--- src/rtl/core/co2ps_pkg.sv ---
`default_nettype none

package co2ps_pkg;

   // event kinds carried in req_tuser
   localparam logic [1:0] FUNC_START = 2'd0;
   localparam logic [1:0] FUNC_TICK  = 2'd1;
   localparam logic [1:0] FUNC_DONE  = 2'd2;
   localparam logic [1:0] FUNC_BYTE  = 2'd3;

   // bus request codes
   localparam logic [1:0] BUS_NONE  = 2'd0;
   localparam logic [1:0] BUS_WRITE = 2'd1;
   localparam logic [1:0] BUS_READ  = 2'd2;

   // error codes
   localparam logic [2:0] ERR_NONE      = 3'd0;
   localparam logic [2:0] ERR_WRITE     = 3'd1;
   localparam logic [2:0] ERR_READ      = 3'd2;
   localparam logic [2:0] ERR_CRC       = 3'd3;
   localparam logic [2:0] ERR_NOT_READY = 3'd4;

   // sequencer phases
   localparam int PHASE_W = 3;
   localparam logic [PHASE_W-1:0] PH_IDLE       = 3'd0;
   localparam logic [PHASE_W-1:0] PH_POWER_WAIT = 3'd1;
   localparam logic [PHASE_W-1:0] PH_START_WR   = 3'd2;
   localparam logic [PHASE_W-1:0] PH_MEAS_WAIT  = 3'd3;
   localparam logic [PHASE_W-1:0] PH_READY_WR   = 3'd4;
   localparam logic [PHASE_W-1:0] PH_READY_RD   = 3'd5;
   localparam logic [PHASE_W-1:0] PH_MEAS_WR    = 3'd6;
   localparam logic [PHASE_W-1:0] PH_MEAS_RD    = 3'd7;

   // csr register indexes
   localparam logic CSR_POWER_ON_DELAY = 1'b0;
   localparam logic CSR_MEASURE_WAIT   = 1'b1;

   localparam logic [15:0] POWER_ON_DELAY_RST = 16'd20;
   localparam logic [15:0] MEASURE_WAIT_RST   = 16'd5200;

   // sensor commands and checks
   localparam logic [7:0]  CRC_POLY    = 8'h31;
   localparam logic [7:0]  CRC_INIT    = 8'hFF;
   localparam logic [15:0] READY_MASK  = 16'h07FF;
   localparam logic [15:0] CMD_START   = 16'h21B1;
   localparam logic [15:0] CMD_READY   = 16'hE4B8;
   localparam logic [15:0] CMD_MEASURE = 16'hEC05;
   localparam logic [3:0]  READY_BYTES = 4'd3;
   localparam logic [3:0]  MEAS_BYTES  = 4'd9;

   localparam int REQ_DATA_W = 16;
   localparam int RSP_DATA_W = 48;

   typedef struct packed {
      logic [PHASE_W-1:0] phase;
      logic [15:0]        wait_count;
      logic [3:0]         byte_pos;
      logic [7:0]         crc;
      logic               crc_failed;
      logic [15:0]        first_word;
   } seq_state_type;

   // field order highest first: enable_pin at bit 0
   typedef struct packed {
      logic [2:0]  error_code;
      logic [15:0] co2_ppm;
      logic        success;
      logic        done_res;
      logic [3:0]  read_count;
      logic [15:0] cmd_word;
      logic [1:0]  bus_cmd;
      logic        enable_pin;
   } rsp_type;

   // crc-8, msb first, one byte
   function automatic logic [7:0] crc8_byte(input logic [7:0] crc, input logic [7:0] data);
      logic [7:0] c;
      c = crc ^ data;
      for (int k = 0; k < 8; k++) begin
         c = c[7] ? ((c << 1) ^ CRC_POLY) : (c << 1);
      end
      return c;
   endfunction

endpackage

`default_nettype wire

--- src/rtl/core/co2_sensor_poll_sequencer_unit.sv ---
`default_nettype none

// CO2 sensor poll sequencer.
// The req_ channel carries one event per word: the event kind in req_tuser
// (start, millisecond tick, transfer done, received byte) and ok / rx_byte in
// req_tdata. Every accepted event gives exactly one rsp_ word holding the
// enable pin level, an optional bus request (write command word or read N
// bytes) and, at the end of a cycle, the success flag, the CO2 reading in ppm
// or an error code. Delays are set through csr_ (index 0 power-on delay,
// index 1 measurement wait, both in ticks); write them while idle.
// The result is registered: it appears on rsp_ in the cycle after the event
// is accepted. One event per cycle is accepted while the receiver takes each result; the sequencer state and the
// result register are updated together at the acceptance edge.
// When the receiver stalls, the held result stays on rsp_ and req_tready drops
// until it is taken; req_tready is high whenever the result register is empty
// or being drained in the same cycle.
// Reset (synchronous) returns to idle with enable low, empties the result
// register and loads the delays with 20 and 5200 ticks.
module co2_sensor_poll_sequencer_unit (
   input  wire logic        clock,
   input  wire logic        reset,
   // req_tdata: ok [0], rx_byte [8:1], zero fill [15:9]
   input  wire logic [co2ps_pkg::REQ_DATA_W-1:0] req_tdata,
   // req_tuser: func [1:0]
   input  wire logic [1:0]  req_tuser,
   input  wire logic        req_tvalid,
   output logic             req_tready,
   // rsp_tdata: enable_pin [0], bus_cmd [2:1], cmd_word [18:3], read_count [22:19],
   // done_res [23], success [24], co2_ppm [40:25], error_code [43:41], zero fill [47:44]
   output logic [co2ps_pkg::RSP_DATA_W-1:0] rsp_tdata,
   output logic             rsp_tvalid,
   input  wire logic        rsp_tready,
   input  wire logic        csr_we,
   input  wire logic        csr_addr,
   input  wire logic [15:0] csr_wdata
);
   import co2ps_pkg::*;

   seq_state_type state_ff;
   seq_state_type state_in;
   rsp_type       rsp_ff;
   rsp_type       rsp_in;
   logic          valid_ff;
   logic [15:0]   power_delay_ff;
   logic [15:0]   measure_wait_ff;
   logic          accept;

   assign req_tready = !valid_ff || rsp_tready;
   assign accept     = req_tvalid && req_tready;
   assign rsp_tvalid = valid_ff;
   assign rsp_tdata  = {{(RSP_DATA_W - $bits(rsp_type)){1'b0}}, rsp_ff};

   // one event step
   co2ps_step u_step (
      .cur            (state_ff),
      .func           (req_tuser),
      .ok             (req_tdata[0]),
      .rx_byte        (req_tdata[8:1]),
      .power_on_delay (power_delay_ff),
      .measure_wait   (measure_wait_ff),
      .nxt            (state_in),
      .rsp            (rsp_in)
   );

   // delay registers
   always_ff @(posedge clock) begin
      if (reset) begin
         power_delay_ff  <= POWER_ON_DELAY_RST;
         measure_wait_ff <= MEASURE_WAIT_RST;
      end else if (csr_we) begin
         case (csr_addr)
            CSR_POWER_ON_DELAY: power_delay_ff  <= csr_wdata;
            default:            measure_wait_ff <= csr_wdata;
         endcase
      end
   end

   // sequencer state and result register
   always_ff @(posedge clock) begin
      if (reset) begin
         state_ff <= '{phase: PH_IDLE, wait_count: '0, byte_pos: '0,
                       crc: CRC_INIT, crc_failed: 1'b0, first_word: '0};
         valid_ff <= 1'b0;
      end else if (accept) begin
         state_ff <= state_in;
         valid_ff <= 1'b1;
      end else if (rsp_tready) begin
         valid_ff <= 1'b0;
      end
   end

   always_ff @(posedge clock) begin
      if (accept) begin
         rsp_ff <= rsp_in;
      end
   end

   // held result agrees with the phase it left behind
   a_enable_matches_phase: assert property (@(posedge clock) disable iff (reset)
      valid_ff |-> (rsp_ff.enable_pin == (state_ff.phase != PH_IDLE)))
      else $error("enable pin disagrees with sequencer phase");

   // an error is only reported on a failed end of cycle
   a_error_only_on_fail: assert property (@(posedge clock) disable iff (reset)
      (valid_ff && rsp_ff.error_code != ERR_NONE) |-> (rsp_ff.done_res && !rsp_ff.success))
      else $error("error code outside a failed end of cycle");

   // read position never runs past the longest read
   a_byte_pos_bound: assert property (@(posedge clock) disable iff (reset)
      state_ff.byte_pos <= MEAS_BYTES)
      else $error("byte position beyond read length");

   // a finished cycle always drops enable
   a_done_drops_enable: assert property (@(posedge clock) disable iff (reset)
      (accept && rsp_in.done_res) |=> (state_ff.phase == PH_IDLE && !rsp_ff.enable_pin))
      else $error("cycle ended with enable still high");

endmodule

`default_nettype wire

--- src/rtl/core/co2ps_step.sv ---
`default_nettype none

module co2ps_step (
   input  wire co2ps_pkg::seq_state_type cur,
   input  wire logic [1:0]               func,
   input  wire logic                     ok,
   input  wire logic [7:0]               rx_byte,
   input  wire logic [15:0]              power_on_delay,
   input  wire logic [15:0]              measure_wait,
   output co2ps_pkg::seq_state_type      nxt,
   output co2ps_pkg::rsp_type            rsp
);
   import co2ps_pkg::*;

   // position within a three-byte word
   function automatic logic [1:0] slot_of(input logic [3:0] pos);
      case (pos)
         4'd0, 4'd3, 4'd6: slot_of = 2'd0;
         4'd1, 4'd4, 4'd7: slot_of = 2'd1;
         default:          slot_of = 2'd2;
      endcase
   endfunction

   logic [3:0] limit;
   logic [2:0] err;
   logic       finish;

   always_comb begin
      nxt    = cur;
      rsp    = '0;
      err    = ERR_NONE;
      finish = 1'b0;
      limit  = (cur.phase == PH_READY_RD) ? READY_BYTES :
               (cur.phase == PH_MEAS_RD) ? MEAS_BYTES : 4'd0;

      case (func)
         // start a cycle only from idle
         FUNC_START: begin
            if (cur.phase == PH_IDLE) begin
               nxt.phase      = PH_POWER_WAIT;
               nxt.wait_count = power_on_delay;
            end
         end
         // count down the delay phases
         FUNC_TICK: begin
            if (cur.phase inside {PH_POWER_WAIT, PH_MEAS_WAIT}) begin
               if (cur.wait_count <= 16'd1) begin
                  nxt.wait_count = '0;
                  rsp.bus_cmd    = BUS_WRITE;
                  if (cur.phase == PH_POWER_WAIT) begin
                     nxt.phase    = PH_START_WR;
                     rsp.cmd_word = CMD_START;
                  end else begin
                     nxt.phase    = PH_READY_WR;
                     rsp.cmd_word = CMD_READY;
                  end
               end else begin
                  nxt.wait_count = cur.wait_count - 16'd1;
               end
            end
         end
         // transfer completion
         FUNC_DONE: begin
            case (cur.phase)
               PH_START_WR: begin
                  if (ok) begin
                     nxt.phase      = PH_MEAS_WAIT;
                     nxt.wait_count = measure_wait;
                  end else begin
                     finish = 1'b1;
                     err    = ERR_WRITE;
                  end
               end
               PH_READY_WR, PH_MEAS_WR: begin
                  if (ok) begin
                     nxt.phase      = (cur.phase == PH_READY_WR) ? PH_READY_RD : PH_MEAS_RD;
                     nxt.byte_pos   = '0;
                     nxt.crc        = CRC_INIT;
                     nxt.crc_failed = 1'b0;
                     rsp.bus_cmd    = BUS_READ;
                     rsp.read_count = (cur.phase == PH_READY_WR) ? READY_BYTES : MEAS_BYTES;
                  end else begin
                     finish = 1'b1;
                     err    = ERR_WRITE;
                  end
               end
               PH_READY_RD: begin
                  if (!ok || cur.byte_pos < READY_BYTES) begin
                     finish = 1'b1;
                     err    = ERR_READ;
                  end else if (cur.crc_failed) begin
                     finish = 1'b1;
                     err    = ERR_CRC;
                  end else if ((cur.first_word & READY_MASK) == 16'd0) begin
                     finish = 1'b1;
                     err    = ERR_NOT_READY;
                  end else begin
                     nxt.phase    = PH_MEAS_WR;
                     rsp.bus_cmd  = BUS_WRITE;
                     rsp.cmd_word = CMD_MEASURE;
                  end
               end
               PH_MEAS_RD: begin
                  finish = 1'b1;
                  if (!ok || cur.byte_pos < MEAS_BYTES) begin
                     err = ERR_READ;
                  end else if (cur.crc_failed) begin
                     err = ERR_CRC;
                  end
               end
               default: begin
               end
            endcase
         end
         // received data byte
         default: begin
            if (cur.byte_pos < limit) begin
               case (slot_of(cur.byte_pos))
                  2'd0:    nxt.crc = crc8_byte(CRC_INIT, rx_byte);
                  2'd1:    nxt.crc = crc8_byte(cur.crc, rx_byte);
                  default: begin
                     if (cur.crc != rx_byte) begin
                        nxt.crc_failed = 1'b1;
                     end
                  end
               endcase
               if (cur.byte_pos == 4'd0) begin
                  nxt.first_word = {rx_byte, 8'h00};
               end else if (cur.byte_pos == 4'd1) begin
                  nxt.first_word = {cur.first_word[15:8], rx_byte};
               end
               nxt.byte_pos = cur.byte_pos + 4'd1;
            end
         end
      endcase

      // end of cycle report
      if (finish) begin
         nxt.phase      = PH_IDLE;
         rsp.done_res   = 1'b1;
         rsp.success    = (err == ERR_NONE);
         rsp.co2_ppm    = (err == ERR_NONE) ? cur.first_word : 16'd0;
         rsp.error_code = err;
      end

      rsp.enable_pin = (nxt.phase != PH_IDLE);
   end

endmodule

`default_nettype wire

--- config.mk ---
export PLATFORM = sky130hd
export DESIGN_NAME = co2_sensor_poll_sequencer_unit
export DESIGN_NICKNAME = d
export VERILOG_FILES = /design/src/rtl/core/co2ps_pkg.sv /design/src/rtl/core/co2_sensor_poll_sequencer_unit.sv /design/src/rtl/core/co2ps_step.sv
export SDC_FILE = /design/constraint.sdc
export NUM_CORES = 1
export LEC_CHECK = 0
export ABC_AREA = 1
export BUFFER_PORTS_ARGS = -buffer_cell sky130_fd_sc_hd__buf_2
export CAP_MARGIN = 5
export CORE_MARGIN = 3
export CORE_UTILIZATION = 40
export DETAILED_ROUTE_END_ITERATION = 10
export GPL_ROUTABILITY_DRIVEN = 1
export SYNTH_ARGS = -nofsm -noshare
export SYNTH_HDL_FRONTEND = slang
export SYNTH_SLANG_ARGS = --single-unit
--- constraint.sdc ---
create_clock -name clock -period 2.6 [get_ports clock]
set_clock_uncertainty 0.15 [all_clocks]
set_input_delay 0.13 -clock clock [delete_from_list [all_inputs] [get_ports clock]]
set_output_delay 0.13 -clock clock [all_outputs]
set_load 0.03 [all_outputs]
==> qor.yml <==
setup_path:
  cpMostUsedCell: "nand2_1"
  startpoint: "state_ff[45]$_SDFFE_PP0P_"
  required_ns: 2.73
  crit_path_start_kind: "flop"
  critPathCaptureType: "flop"
  path_class: "reg -> reg"
  worstPathArrival_ns: 2.51
  crit_chain: "inv_2, nor2_2, nand2_2, ha_1, nand2_1, nand2_1, a21oi_2, buf_4, nand4_4, a21oi_1, a211oi_2"
  critPathTopFamily: "simple AND/OR/NAND/NOR gates"
  cp_slowest_stage_delay_ns: 0.35
  slowest_stage: "dfxtp_1"
  path_buf_inv: 2
  worst-path-max-fanout: 16
  r2r_start: "state_ff[45]$_SDFFE_PP0P_"
route:
  dr.pass1.iters: 5
  wirelength_um: 14700
  vias: 5433
  drc: 0
  ant_nets: 0
  wire_per_inst_um: 12.8
  via_per_inst: 4.72
  drtIter0Drc: 313
synthesis:
  synth.distinct_cells: 51
  ys_seq_area_share_pct: 41.7
  synth_warnings: 0
  async_flop_share_pct: 0
  synthCells: 830
  synth-edff-count: 34
  synth_area_um2: 6340
  synth-seq-cells: 115
  syn_avg_cell_area_um2: 7.64
  synth_top_flop_cell: "dfxtp_1"
pwr:
  ir_worst_vdd_mv: 0.369
  p_sw_mw: 1.32
  comb_power_share_pct: 14.1
  p_leak_nw: 3.40
  p_seq_share_pct: 39.3
  powerDensity_nw_per_um2: 645
  intPower_mw: 3.65
  power_switching_share_pct: 26.5
  pwr-share-clk_pct: 46.7
cts:
  cts_num_sinks: 115
  cts_max_path_buffers: 2
  clk_latency_ns: 0.41
  cts_made_buffers: 17
  clk_pin_slew_worst_paths_ns: 0.05
  htreeDepth: 4
  cts_tree: "yes"
  root_buffer: "clkbuf_16"
  cts-resized-gates: 0
cells_and_area:
  drive_gt1_share_pct: 18.0
  fin_nets: 980
  design_area_um2: 7710
  syn2layout_area_growth_pct: 21.6
  diodes: 0
  fin_util_pct: 50.2
global_routing:
  grt.overflow.total: 0
  grt_pass1_wl_um: 24300
  antenna_found_initial: 0
  track_usage_pct: 17.0
  grt_max_degree: 50
  grt_pass1_vias: 4911
floorplanning:
  core_um2: 15400
  rows: 45
  initial_core_util_pct: 41.3
  die_y_um: 132
  die_w_um: 132
  ios: 90
  die-area_um2: 17400
sta:
  max_freq_ghz: 0.420
  fin_crit_ns: 2.38
  timing.final.crit_share_pct: 91.6
  finalHoldViolations: 0
  rsz0062_at_grt: "no"
  setup_viol_count_final: 0
  finalMaxSlewViolations: 0
  tns_ns: 0
place:
  port_buffers: 73
  dp_hpwl_um: 10400
  placed_area_um2: 6860
  place.gp.congestion: 0.920
worst_hold_path:
  hp-class: "in -> reg"
  hp-start: "reset"
outcome:
  status: "finished, final reports clean"
flow_run:
  drv_cap: 0
==> worst reg2reg max path, stage by stage (launching register included) <==
cell and delay (ns):
dfxtp_1 0.35, inv_2 0.08, nor2_2 0.15, nand2_2 0.14
ha_1 0.30, nand2_1 0.07, nand2_1 0.06, a21oi_2 0.14
buf_4 0.22, nand4_4 0.27, a21oi_1 0.26, a211oi_2 0.06
==> power groups by stage <==
| stage | combinational [mW] | clock (mW) | sequential, mW |
|---|---|---|---|
| after floorplan | 0.449 | 0 | 2.05 |
| after global placement | 0.659 | 0 | 1.99 |
| after CTS | 0.697 | 2.38 | 1.95 |
| after global routing | 0.774 | 2.45 | 1.96 |
| after detailed placement | 0.663 | 0 | 1.99 |
| final | 0.698 | 2.32 | 1.95 |
==> cell usage after synthesis (3+ instances only) <==
cell type,instances,area [um2]
nand4_1,8,50.1
nand3_1,38,190
buf_4,16,120
buf_6,4,45.0
o211ai_1,11,82.6
nor3_1,9,45.0
o21ai_1,3,15.0
o21ai_0,54,270
nand2_1,207,777
xor2_1,15,131
edfxtp_1,34,1020
inv_2,13,48.8
nor2_1,80,300
a211oi_2,9,113
buf_2,7,35.0
xnor2_1,13,114
nand2_2,5,31.3
clkbuf_1,14,52.6
o221ai_1,9,78.8
a21oi_1,62,310
ha_1,13,163
nor2_4,4,45.0
nor2_2,5,31.3
dfxtp_1,81,1620
a21oi_2,3,26.3
inv_1,85,319
==> layout by cell type (no fill, tap or decap), drive strengths merged, types with 13 or more instances in the layout <==
cell type    instances
xnor2               13
xor2                16
nand3               40
dlygate4sd3         26
clkbuf              19
nor2                89
edfxtp              34
nand2              213
inv                 99
buf                 86
dfxtp               81
a21oi               65
ha                  13
o21ai               59
==> layer usage <==
| metal | vias up | part of all wire, % | track usage (%) |
|---|---|---|---|
| met5 | - | 0 | 0 |
| met4 | 0 | 0.94 | 5.25 |
| met2 | 152 | 45 | 27.1 |
| met1 | 2372 | 49 | 23.2 |
| li1 | 2899 | - | - |
| met3 | 10 | 4.4 | 3.78 |
==> cell families after synthesis <==
family | count (synthesis) | share of synthesized area, %
simple gates | 366 | 25.3
other cells | 1 | 0.0591
buf+inv | 143 | 10.1
compound gates | 163 | 16.3
xor+xnor | 29 | 4.12
fa+ha+maj | 13 | 2.57
flops | 115 | 41.7
==> worst paths after layout <==
check,to,slack [ns],cells past startpoint
worst min register to register,state_ff[13]$_SDFFE_PP0P_,0.30,2
worst min-delay path,state_ff[21]$_SDFFE_PP1P_,0.03,4
worst max-delay path,state_ff[0]$_SDFFE_PP0P_,0.22,11
worst max register to register,state_ff[0]$_SDFFE_PP0P_,0.22,11
==> state kept, by name, indices dropped and copies added (netlist names) <==
signal,flops
rsp_tdata,34
rsp_tvalid,1
state_ff,48
measure_wait_ff,16
power_delay_ff,16
==> stage by stage <==
step | total power [mW] | instances | hold WS (ns) | worst slack [ns]
4_1_cts | 5.03 | 1151 | 0.00534 | 0.210
3_5_place_dp | 2.65 | 1093 | 0.213 | 0.236
5_1_grt | 5.19 | 1151 | 0.0300 | 0.0122
6_report | 4.97 | 1151 | 0.0282 | 0.218
2_1_floorplan | 2.49 | 838 | 0.0932 | 0.279
3_3_place_gp | 2.65 | 1093 | 0.214 | 0.262
==> area by class of cell <==
class                           instances  area, um2
Inverter                              101        383
Fill cell                            1568       7660
Clock buffer                           19        433
Timing Repair Buffer                  112        736
Tap cell                              211        264
Clock inverter                         13        161
Sequential cell                       115       2640
Multi-Input combinational cell        580       3090
==> repair_timing <==
| action | CTS | global route |
|---|---|---|
| setup buffers | 0 | 0 |
| hold endpoints to repair | 46 | 0 |
| hold buffers | 26 | 0 |
Note: power is estimated with default switching activity, not from simulation.
